--- src/hdl/ccma_pkg.sv ---
// ----------------------------------------------------------------------------
// ccma_pkg: shared types and constants for the calendar clock minute adder
// transaction structs, operation codes, reset values and the month length table
// ----------------------------------------------------------------------------
package ccma_pkg;

  localparam int VALUE_WIDTH       = 16;
  localparam int ADD_WIDTH_DEFAULT = 16;

  localparam int MINUTES_PER_HOUR = 60;
  localparam int HOURS_PER_DAY    = 24;
  localparam int MONTHS_PER_YEAR  = 12;

  localparam logic [5:0]  MINUTE_RESET  = 6'd59;
  localparam logic [4:0]  HOUR_RESET    = 5'd23;
  localparam logic [4:0]  DAY_RESET     = 5'd31;
  localparam logic [3:0]  MONTH_RESET   = 4'd12;
  localparam logic [15:0] YEAR_RESET    = 16'd9999;
  localparam logic [2:0]  WEEKDAY_RESET = 3'd7;

  typedef enum logic [2:0] {
    OP_ADD_MINUTES = 3'd0,
    OP_SET_YEAR    = 3'd1,
    OP_SET_MONTH   = 3'd2,
    OP_SET_DAY     = 3'd3,
    OP_SET_HOURS   = 3'd4,
    OP_SET_MINUTES = 3'd5,
    OP_SET_WEEKDAY = 3'd6
  } op_t;

  typedef struct packed {
    logic [2:0]             operation;
    logic [VALUE_WIDTH-1:0] value;
  } req_t;

  typedef struct packed {
    logic        error;
    logic [5:0]  minute_out;
    logic [4:0]  hour_out;
    logic [4:0]  day_out;
    logic [3:0]  month_out;
    logic [15:0] year_out;
    logic [2:0]  weekday_out;
  } rsp_t;

  // fixed month lengths, february at 28 days, unused codes read as 31
  function automatic logic [4:0] month_len(input logic [3:0] month);
    logic [4:0] len;
    case (month)
      4'd2:    len = 5'd28;
      4'd4:    len = 5'd30;
      4'd6:    len = 5'd30;
      4'd9:    len = 5'd30;
      4'd11:   len = 5'd30;
      default: len = 5'd31;
    endcase
    return len;
  endfunction

endpackage

--- src/hdl/calendar_clock_minute_adder.sv ---
// ----------------------------------------------------------------------------
// calendar_clock_minute_adder: calendar time keeper with a minute adder
// holds minute, hour, day, month, year and weekday; adds minutes or sets a field
// ----------------------------------------------------------------------------
// usage
//   req channel (req_valid / req_stall / req) carries one operation and a
//   16-bit value; rsp channel (rsp_valid / rsp_stall / rsp) returns one
//   transaction per request: an error flag and the whole time afterwards
//   set operations: the response is valid the cycle after the request is
//   taken, so set transactions can follow every cycle while rsp_stall is low
//   an add of minutes runs on one shared reciprocal multiplier and one shared
//   compare-subtract unit: a multiply then a subtract split minutes from
//   hours, the same pair splits hours from days, then one step per month
//   crossed plus one; one add crosses at most two month ends
//   one request is in flight at a time; req_stall is high while an add runs
//   and while an earlier response is held by rsp_stall
//   a stalled response stays in the output register unchanged
//   synchronous reset sets 23:59 on 31.12.9999, sunday, and empties the
//   response register
// ----------------------------------------------------------------------------
module calendar_clock_minute_adder #(
  parameter int ADD_WIDTH = ccma_pkg::ADD_WIDTH_DEFAULT
) (
  input  logic           clk,
  input  logic           rst,
  input  logic           req_valid,
  output logic           req_stall,
  input  ccma_pkg::req_t req,
  output logic           rsp_valid,
  input  logic           rsp_stall,
  output ccma_pkg::rsp_t rsp
);

  // only the value's low bits take part, and the value is 16 bits wide
  localparam int AW = (ADD_WIDTH < ccma_pkg::VALUE_WIDTH) ? ADD_WIDTH
                                                         : ccma_pkg::VALUE_WIDTH;
  // minute plus addend, also wide enough for hour plus quotient and day sum
  localparam int TW = AW + 1;

  // quotient by reciprocal, exact for every dividend below 2**DIV_BITS
  localparam int DIV_BITS    = ccma_pkg::VALUE_WIDTH + 1;
  localparam int RECIP_SHIFT = DIV_BITS + 6;
  localparam int RECIP_BITS  = 19;
  localparam int PW          = DIV_BITS + RECIP_BITS;
  localparam int RECIP_MIN   = ((1 << RECIP_SHIFT) + ccma_pkg::MINUTES_PER_HOUR - 1)
                               / ccma_pkg::MINUTES_PER_HOUR;
  localparam int RECIP_HOUR  = ((1 << RECIP_SHIFT) + ccma_pkg::HOURS_PER_DAY - 1)
                               / ccma_pkg::HOURS_PER_DAY;

  typedef enum logic [2:0] {
    S_IDLE,
    S_MIN_DIV,
    S_MIN_REM,
    S_HOUR_DIV,
    S_HOUR_REM,
    S_DAY_CARRY
  } state_t;

  state_t state, state_next;

  // time registers
  logic [5:0]  minute_count, minute_next;
  logic [4:0]  hour_count, hour_next;
  logic [4:0]  day_count, day_next;
  logic [3:0]  month_count, month_next;
  logic [15:0] year_count, year_next;
  logic [2:0]  weekday_value, weekday_next;

  // sequencer datapath: dividend or day sum, and the held quotient
  logic [TW-1:0] acc, acc_next;
  logic [TW-1:0] quo, quo_next;

  logic           err_next;
  logic           load_rsp;
  logic           accept;
  logic [AW-1:0]  addend;
  logic [4:0]     cur_len;

  // shared reciprocal multiplier
  logic [DIV_BITS-1:0]   mul_a;
  logic [RECIP_BITS-1:0] mul_b;
  logic [PW-1:0]         prod;
  logic [TW-1:0]         div_q;

  // shared compare-subtract unit
  logic [TW-1:0] sub_a, sub_b;
  logic [TW:0]   sub_res;
  logic          borrow;
  logic          day_over;

  assign req_stall = (state != S_IDLE) || (rsp_valid && rsp_stall);
  assign accept    = req_valid && !req_stall;
  assign addend    = req.value[AW-1:0];
  assign cur_len   = ccma_pkg::month_len(month_count);

  always_comb begin
    mul_b = RECIP_BITS'(RECIP_MIN);
    sub_b = TW'(cur_len);
    case (state)
      S_HOUR_DIV: begin
        mul_b = RECIP_BITS'(RECIP_HOUR);
      end
      S_MIN_REM: begin
        sub_b = quo * TW'(ccma_pkg::MINUTES_PER_HOUR);
      end
      S_HOUR_REM: begin
        sub_b = quo * TW'(ccma_pkg::HOURS_PER_DAY);
      end
      default: begin
      end
    endcase
  end

  assign mul_a = DIV_BITS'(acc);
  assign prod  = PW'(mul_a) * PW'(mul_b);
  assign div_q = TW'(prod[PW-1:RECIP_SHIFT]);

  assign sub_a    = acc;
  assign sub_res  = {1'b0, sub_a} - {1'b0, sub_b};
  assign borrow   = sub_res[TW];
  // day beyond month end: days - len is positive
  assign day_over = !borrow && (sub_res[TW-1:0] != '0);

  always_comb begin
    state_next   = state;
    minute_next  = minute_count;
    hour_next    = hour_count;
    day_next     = day_count;
    month_next   = month_count;
    year_next    = year_count;
    weekday_next = weekday_value;
    acc_next     = acc;
    quo_next     = quo;
    err_next     = 1'b1;
    load_rsp     = 1'b0;

    case (state)
      S_IDLE: begin
        if (accept) begin
          load_rsp = 1'b1;
          case (req.operation)
            ccma_pkg::OP_ADD_MINUTES: begin
              if (addend != '0) begin
                // response comes when the carries are done
                load_rsp   = 1'b0;
                acc_next   = TW'(minute_count) + TW'(addend);
                state_next = S_MIN_DIV;
              end
            end
            ccma_pkg::OP_SET_YEAR: begin
              year_next = req.value;
              err_next  = 1'b0;
            end
            ccma_pkg::OP_SET_MONTH: begin
              if (req.value inside {[1:ccma_pkg::MONTHS_PER_YEAR]}) begin
                month_next = req.value[3:0];
                err_next   = 1'b0;
              end
            end
            ccma_pkg::OP_SET_DAY: begin
              if ((req.value != '0) && (req.value <= 16'(cur_len))) begin
                day_next = req.value[4:0];
                err_next = 1'b0;
              end
            end
            ccma_pkg::OP_SET_HOURS: begin
              if (req.value inside {[0:ccma_pkg::HOURS_PER_DAY-1]}) begin
                hour_next = req.value[4:0];
                err_next  = 1'b0;
              end
            end
            ccma_pkg::OP_SET_MINUTES: begin
              if (req.value inside {[0:ccma_pkg::MINUTES_PER_HOUR-1]}) begin
                minute_next = req.value[5:0];
                err_next    = 1'b0;
              end
            end
            ccma_pkg::OP_SET_WEEKDAY: begin
              if (req.value inside {[1:7]}) begin
                weekday_next = req.value[2:0];
                err_next     = 1'b0;
              end
            end
            default: begin
            end
          endcase
        end
      end

      S_MIN_DIV, S_HOUR_DIV: begin
        // quotient from the reciprocal product
        quo_next   = div_q;
        state_next = (state == S_MIN_DIV) ? S_MIN_REM : S_HOUR_REM;
      end

      S_MIN_REM: begin
        // remainder is the new minute, quotient carries into the hour
        minute_next = sub_res[5:0];
        acc_next    = TW'(hour_count) + quo;
        state_next  = S_HOUR_DIV;
      end

      S_HOUR_REM: begin
        hour_next  = sub_res[4:0];
        acc_next   = TW'(day_count) + quo;
        state_next = S_DAY_CARRY;
      end

      S_DAY_CARRY: begin
        if (day_over) begin
          // step over one month end
          acc_next = sub_res[TW-1:0];
          if (month_count >= 4'(ccma_pkg::MONTHS_PER_YEAR)) begin
            month_next = 4'd1;
            year_next  = year_count + 16'd1;
          end else begin
            month_next = month_count + 4'd1;
          end
        end else begin
          day_next   = acc[4:0];
          err_next   = 1'b0;
          load_rsp   = 1'b1;
          state_next = S_IDLE;
        end
      end

      default: begin
        state_next = S_IDLE;
      end
    endcase
  end

  always_ff @(posedge clk) begin
    if (rst) begin
      state         <= S_IDLE;
      minute_count  <= ccma_pkg::MINUTE_RESET;
      hour_count    <= ccma_pkg::HOUR_RESET;
      day_count     <= ccma_pkg::DAY_RESET;
      month_count   <= ccma_pkg::MONTH_RESET;
      year_count    <= ccma_pkg::YEAR_RESET;
      weekday_value <= ccma_pkg::WEEKDAY_RESET;
      rsp_valid     <= 1'b0;
    end else begin
      state         <= state_next;
      minute_count  <= minute_next;
      hour_count    <= hour_next;
      day_count     <= day_next;
      month_count   <= month_next;
      year_count    <= year_next;
      weekday_value <= weekday_next;
      // a new response only loads into a free or emptying slot
      rsp_valid     <= load_rsp || (rsp_valid && rsp_stall);
    end
    acc <= acc_next;
    quo <= quo_next;
    if (load_rsp) begin
      rsp.error       <= err_next;
      rsp.minute_out  <= minute_next;
      rsp.hour_out    <= hour_next;
      rsp.day_out     <= day_next;
      rsp.month_out   <= month_next;
      rsp.year_out    <= year_next;
      rsp.weekday_out <= weekday_next;
    end
  end

endmodule
--- config.mk ---
export PLATFORM = sky130hd
export DESIGN_NAME = calendar_clock_minute_adder
export DESIGN_NICKNAME = d
export VERILOG_FILES = /design/src/hdl/ccma_pkg.sv /design/src/hdl/calendar_clock_minute_adder.sv
export SDC_FILE = /design/constraint.sdc
export NUM_CORES = 1
export LEC_CHECK = 0
export BUFFER_PORTS_ARGS = -buffer_cell sky130_fd_sc_hd__buf_2
export CAP_MARGIN = 20
export CORE_ASPECT_RATIO = 0.8
export CORE_MARGIN = 8
export CORE_UTILIZATION = 45
export DETAILED_ROUTE_END_ITERATION = 8
export GPL_TIMING_DRIVEN = 0
export PLACE_DENSITY = 0.61
export SLEW_MARGIN = 20
export SYNTH_ARGS = -nofsm -noshare
export SYNTH_HDL_FRONTEND = slang
export SYNTH_SLANG_ARGS = --single-unit
--- constraint.sdc ---
create_clock -name clk -period 8.1 [get_ports clk]
set_input_delay 0 -clock clk [delete_from_list [all_inputs] [get_ports clk]]
set_output_delay 0 -clock clk [all_outputs]
set_load 0.01 [all_outputs]
==> summary.md, run 1 <==
| Metric | Value |
|---|---|
| Post-Syn Instances | 1534 |
| Drt via density | 5.724 |
| Final WL | 41730 um |
| RSZ-0062 raised after global routing | no |
| Antenna-violating nets left | 0 |
| Critical Path Source Type | flip-flop |
| Die area | 38140 um2 |
| Async SR Flop Fraction | 0% |
| Commonest cells after routing, fill and taps aside | inv_1, ha_1, fa_1, nand2_1, nor2_1 |
| Area Growth Syn to Fin | 11.47% |
| EDFF count, synth | 70 |
| Final hold viol count | 0 |
| Synth warnings | 0 |
| CTS tree | yes |
| Unique cell type count in the Yosys netlist | 79 |
| Routed len/inst | 20.07 um |
| Die Wd | 216.3 um |
| Syn avg cell area | 9.420 um2 |
| Hold Path Stages | 3 |
| Clk slew on worst S/H paths | 60 ps |
| P_leak | 7.283 nW |
| Max Cap Violations | 0 |
| Kind of end point of the critical path | flip-flop |
| Worst Min Path Start | req[0] |
| I/O pin count | 65 |
| Total vias in the final route | 11.90k |
| Diode count | 0 |
| Synth Cell Area | 14450 um2 |
| Pre-CTS setup slack | -360.9 ps |
| Skew final | 15.24 ps |
| Grt ovf | 0 |
| Root Driver | clkbuf_16 |
| Worst hold slack | 59.02 ps |
| Nets | 2007 |
| Slew Limit Headroom | 25.87% |
| Ys flop type | edfxtp_1 |
| Hold EP | acc[0] |
| Final min period | 7517 ps |
| Hold WC Path Type | input pin to flip-flop |
| Share of layout cells above drive strength 1 | 8.861% |
| WP data arrival | 7710 ps |
| R2R cell count | 23 |
| GRT Total Usage | 21.74% |
| Most common cell after layout, fill and taps aside | inv_1 |
| Clk_lat worst skew | 440 ps |
| Worst Path Required | 8290 ps |
| Post-layout worst setup margin | 583.3 ps |
| CTS Buffer Depth | 2 |
| Seq/Total Area, Yosys | 20.50% |
| Detailed placement HPWL | 34560 um |
| Tcrit/Tclk final | 92.80% |
| First-iteration detailed-routing DRC count | 1109 |
| Worst-case vdd ir drop | 0.0001887 V |
| Ratio of total power to cell area | 236.2 nW/um2 |
| Initial core utilization | 45.88% |
| Crit Path Max Fanout | 10 |
| Core Footprint | 31500 um2 |
| Placement row count | 58 |
| First-pass DRT Iterations | 6 |
| Synth Register Bits | 113 |
| FMAX | 133.0 MHz |
| Number of global-route vias before repair | 11.61k |
| Worst r2r dst | quo[11] |
| First-pass GRT wire length | 65460 um |
| Antenna violations before repair | 0 |
| Final-report setup violation count | 0 |
| Slew Limit Fails | 0 |
| TritonCTS Buffers | 17 |
| Worst r2r src | state[0] |
| R2r setup slk | 580 ps |
| Crit Path Class | flip-flop to flip-flop |
| Pin count of the biggest net entering global routing | 23 |
| PortBufs | 63 |
| TritonCTS Sinks | 113 |
| H-tree depth | 4 |
| Setup bufs post-CTS | 0 |
| Status | completed |
| Die Y | 176.3 um |
| Worst Max-Slew Pin Slew | 1102 ps |
| Drt drc | 0 |
| GPL Wtd Cong | 0.9367 |
report_power, final:
group          leakage (nW)  internal [mW]  switching (mW)
Combinational          6.08          0.970            1.39
Sequential            0.937          0.691          0.0340
Clock                 0.267          0.411           0.312
cell type report:
type                    instances  area (um2)
flip-flops and latches        113        2963
inverters                     230       863.3
clock inverters                13       102.6
repair buffers                 75       452.9
multi-input cells            1163       10550
plain buffers                  46       193.9
clock buffers                  19       452.9
well taps                     420       525.5
fillers                      2959       15390
layer usage:
layer  GRT usage, %  vias up  routed length, um
met4          3.405        0                322
li1               -     5585                  -
met2          30.89      417              17160
met3          3.797       31               3202
met1          34.25     5868              21040
met5              0        -                  0
worst max-delay path, cell delays in order, from the launching register on:
cell	delay, ps
dfxtp_1	420
nor2b_4	270
nand2_1	110
clkbuf_1	250
and2_1	270
or2_2	290
ha_1	360
fa_1	550
inv_1	110
fa_1	500
fa_1	490
inv_1	60
fa_1	500
fa_1	530
ha_1	330
a2111oi_0	420
o21ai_1	210
a2111oi_4	390
o2111ai_1	270
a31oi_2	280
o21ai_0	240
o21a_1	240
nor2_1	110
xnor2_1	70
cells in the mapped netlist, types with 10 or more instances:
library cell	count	area (um2)
o22ai_1	10	62.56
nor2b_1	13	81.33
o21ai_0	53	265.3
nand3_1	45	225.2
dfxtp_1	43	860.8
or2_2	16	100.1
clkbuf_1	40	150.1
a22oi_1	22	165.2
a211oi_1	12	90.09
o21bai_1	11	82.58
edfxtp_1	70	2102
a21o_1	21	157.7
and3_1	38	237.7
a31oi_1	15	93.84
nor2_1	71	266.5
nor3_1	31	155.2
o311ai_0	14	122.6
inv_1	230	863.3
and2_1	26	162.7
a21oi_1	67	335.3
fa_1	158	3163
xor2_1	24	210.2
nand2_1	105	394.1
ha_1	180	2252
xnor2_1	40	350.3
o211ai_1	16	120.1
registers in the layout (all words and copies together) (netlist names):
register	count
rsp	40
hour_count	5
state	3
month_count	4
weekday_value	3
year_count	16
rsp_valid	1
quo	13
day_count	5
acc	17
minute_count	6
kinds of logic (layout without fill, tap and decap cells):
family,count (synthesis),count (layout),synth area share [%]
and+or+nand+nor,404,404,14.23
adders and majority gates,338,338,37.48
AOI/OAI and AO/OA,325,325,15.71
buffers and inverters,276,383,7.291
DFF,113,113,20.50
xor gates and xnor gates,64,64,3.879
muxes,12,12,0.8659
other,2,20,0.05197
how the worst max path moves through the flow:
stage | start | to | slack, ps | depth (start not counted)
2_1_floorplan | state[0] | quo[12] | 1240 | 20
3_3_place_gp | state[0] | quo[12] | -1080 | 22
3_5_place_dp | state[0] | quo[12] | -360 | 22
4_1_cts | state[1] | quo[12] | 130 | 23
5_1_grt | state[0] | quo[11] | 20 | 23
6_report | state[0] | quo[11] | 580 | 23
per-stage QoR:
stage               setup TNS (ps)  power, mW  cell area [um2]  util (%)  std cells
floorplan                        0      2.427            14520         -       1552
global placement             -7010      3.002            15360     48.76       2035
detailed placement           -1052      3.058            15400     48.91       2036
CTS                              0      3.814            16090     51.08       2079
global route                     0      4.152            16110     51.14       2079
finish                           0      3.805            16110     51.14       2079
what timing repair did:
item	in CTS	in global routing
hold endpoints to repair	18	0
resized for setup	4	6
hold buffers	11	0
pin swaps	0	1
setup endpoints to repair	6	5
(Power assumes the default switching activity.)
==> inputs of run 2 (changes only) <==
--- a/config.mk
+++ b/config.mk
@@ -9,10 +9,11 @@
 export CAP_MARGIN = 20
 export CORE_ASPECT_RATIO = 0.8
 export CORE_MARGIN = 8
-export CORE_UTILIZATION = 45
+export CORE_UTILIZATION = 57
 export DETAILED_ROUTE_END_ITERATION = 8
 export GPL_TIMING_DRIVEN = 0
-export PLACE_DENSITY = 0.61
+export PLACE_DENSITY = 0.75
+export RECOVER_POWER = 100
 export SLEW_MARGIN = 20
 export SYNTH_ARGS = -nofsm -noshare
 export SYNTH_HDL_FRONTEND = slang
==> constraint.sdc (replaced) <==
create_clock -name clk -period 7 [get_ports clk]
set_input_delay 0 -clock clk [delete_from_list [all_inputs] [get_ports clk]]
set_output_delay 0 -clock clk [all_outputs]
set_load 0.01 [all_outputs]
==> run 2 against run 1 <==
Effect of this change: hold slack lost 50 ps; total power grew 21%; sequential power rose by 16%.
==> summary.md, run 2 (synthesized netlist as in run 1, its figures left out) <==
| Metric | Value |
|---|---|
| Crit Path Max Fanout | 22 (+12) |
| Final instance area | 16150 um2 (+0.29%) |
| Total area of sequential cells | 2965 um2 (about the same) |
| Total vias in the final route | 12.17k (+2.2%) |
| Worst hold slack | 9.074 ps (-49.95 ps) |
| TritonCTS Buffers | 17 (unchanged) |
| H-tree depth | 4 (unchanged) |
| Crit Path Class | flip-flop to flip-flop |
| Max Cap Violations | 0 (unchanged) |
| Share of layout cells above drive strength 1 | 7.882% (-0.98 points) |
| Crit path largest cell delay | 570 ps (+20 ps) |
| WP data arrival | 6920 ps (-790 ps) |
| Core Footprint | 25110 um2 (-20%) |
| Worst Path Required | 7170 ps (-1120 ps) |
| Max reg flops | 40 (unchanged) |
| Pin count of the biggest net entering global routing | 23 (unchanged) |
| Hold Path Stages | 3 (unchanged) |
| Final hold viol count | 0 (unchanged) |
| Slew Limit Headroom | 12.40% (-13 points) |
| Final WL | 40220 um (-3.6%) |
| Tcrit/Tclk final | 96.47% (+3.7 points) |
| TNS Setup | 0 ps (unchanged) |
| Kind of end point of the critical path | flip-flop |
| Area of the multi-input gates | 10710 um2 (+1.5%) |
| Ratio of total power to cell area | 286.1 nW/um2 (+21%) |
| Final core utilization | 64.32% (+13 points) |
| I/O pin count | 65 (unchanged) |
| Commonest cells after routing, fill and taps aside | inv_1, ha_1, fa_1, nand2_1, clkbuf_1 |
| Regs by FF count | rsp: 40 flops, acc: 17 flops, year_count: 16 flops |
| Clock Power Share | 18.2% (-0.8 points) |
| Number of global-route vias before repair | 11.85k (+2.1%) |
| Clk_lat worst skew | 420 ps (-20 ps) |
| R2r setup slk | 250 ps (-340 ps) |
| First-pass DRT Iterations | 6 (unchanged) |
| Final min period | 6753 ps (-763.7 ps) |
| CTS Buffer Depth | 2 (unchanged) |
| Critical Path Source Type | flip-flop |
| Worst-case vdd ir drop | 0.0002860 V (+52%) |
| Worst r2r src | state[0] |
| Int Pwr | 2.520 mW (+22%) |
| Placed insts | 1941 (-4.7%) |
| Worst Max-Slew Pin Slew | 1304 ps (+202.1 ps) |
| Skew final | 11.11 ps (-4.132 ps) |
| Area Growth Syn to Fin | 11.79% |
| Routed len/inst | 20.25 um (+0.89%) |
| GPL Wtd Cong | 0.9645 (+3.0%) |
| PortBufs | 63 (unchanged) |
| Diode count | 0 (unchanged) |
| Drt drc | 0 (unchanged) |
| Status | completed |
| Comb power frac | 63.6% (+1.7 points) |
| Flop pwr share | 18.2% (-0.9 points) |
| Sw Share | 45.47% (-0.068 points) |
| R2R cell count | 24 (+4.3%) |
| TritonCTS Sinks | 113 (unchanged) |
| Antenna violations before repair | 0 (unchanged) |
| Antenna-violating nets left | 0 (unchanged) |
| First-pass GRT wire length | 63220 um (-3.4%) |
| RSZ-0062 raised after global routing | no |
| Final-report setup violation count | 0 (unchanged) |
| Root Driver | clkbuf_16 |
| Die area | 30730 um2 (-19%) |
| Die Wd | 194.0 um (-10%) |
| P_leak | 7.252 nW (-0.42%) |
| Layout Cells excl Fill | 1986 (-4.5%) |
| Most common cell after layout, fill and taps aside | inv_1 |
| Worst r2r dst | quo[12] |
| Clk slew on worst S/H paths | 60 ps (about the same) |
| Grt ovf | 0 (unchanged) |
| Nets | 2010 (+0.15%) |
| Placement row count | 52 (-10%) |
| Hold EP | year_count[12] |
| Die Y | 158.4 um (-10%) |
| First-iteration detailed-routing DRC count | 1306 (+18%) |
| Cell seen most often among critical-path stages | fa_1 |
| Cell Chain, Critical Path | nor2b_4 -> buf_12 -> clkbuf_8 -> and3_4 -> or2_2 -> ha_1 -> clkbuf_1 -> fa_2 -> inv_2 -> fa_1 -> fa_1 -> inv_1 -> fa_1 -> fa_1 -> ha_4 -> a2111oi_4 -> o21ai_2 -> a2111oi_2 -> buf_4 -> o2111ai_4 -> a31oi_4 -> o21ai_4 -> o41ai_2 -> xnor2_1 |
| FILL cells | 2065 (-30%) |
| FMAX | 148.1 MHz (+11%) |
| CTS tree | yes |
| Initial core utilization | 57.54% (+12 points) |
| Worst Min Path Start | req[12] |
| Crit-path slowest cell | fa_2 |
| Most flop-heavy register | rsp |
| Slew Limit Fails | 0 (unchanged) |
| Hold WC Path Type | input pin to flip-flop |
| Net Sw Power | 2.101 mW (+21%) |
| Drt via density | 6.125 (+7.0%) |
| GRT Total Usage | 25.89% (+4.1 points) |
| Detailed placement HPWL | 32830 um (-5.0%) |
| Dpl cell area | 15290 um2 (-0.75%) |
==> run 2: power by group through the flow <==
stage	clock (mW)	sequential [mW]	combinational, mW
after global routing	0.872	0.844	3.31
after CTS	0.842	0.839	2.79
final	0.841	0.840	2.94
after global placement	0	0.852	2.56
after floorplan	0	0.845	1.96
after detailed placement	0	0.852	2.67
==> run 2: repair_timing <==
action | CTS | global route
setup buffers | 3 | 2
endpoints found under the setup margin | 70 | 81
pin swaps | 3 | 7
gates resized for setup | 29 | 26
hold buffers | 10 | 0
endpoints found under the hold margin | 17 | 0
==> run 2: worst max-delay path by stage <==
stage / startpoint / endpoint / slack [ps] / cells after the start
after global routing: state[1] / quo[11] / 5 / 24
after floorplan: state[0] / quo[12] / 140 / 20
after CTS: state[0] / quo[9] / 20 / 25
after detailed placement: state[0] / quo[12] / -1190 / 23
after global placement: state[0] / quo[12] / -1920 / 22
final: state[0] / quo[12] / 250 / 24
==> run 2: critical path, delay by kind of cell (launching register included) <==
kind / cells / cell delay, ps
buffers and inverters: 6 / 780
XOR/XNOR: 1 / 110
adder cells (fa/ha/maj): 7 / 3020
AO/OA/AOI/OAI: 7 / 1600
AND/OR/NAND/NOR: 3 / 660
flip-flops: 1 / 340
==> run 2: per-stage QoR <==
step	setup slack, ps	power [mW]
floorplan	143.5	2.809
global placement	-1922	3.413
detailed placement	-1186	3.523
CTS	17.93	4.474
global route	5.408	5.026
finish	247.0	4.621
==> run 2: cell type report <==
class / count / share of cell area (%)
Clock inverter: 13 / 0.6971
Inverter: 230 / 5.344
Multi-Input combinational cell: 1163 / 66.29
Clock buffer: 19 / 2.742
Sequential cell: 113 / 18.36
Timing Repair Buffer: 80 / 2.773
Buffer: 44 / 1.286
Tap cell: 324 / 2.509
==> run 2: metal layers <==
metal	global-route usage, %	wire length [um]	vias to the layer above
met5	0	0	-
li1	-	-	5590
met3	7.034	4420	59
met4	5.554	658	0
met2	38.09	16750	601
met1	37.63	18390	5915
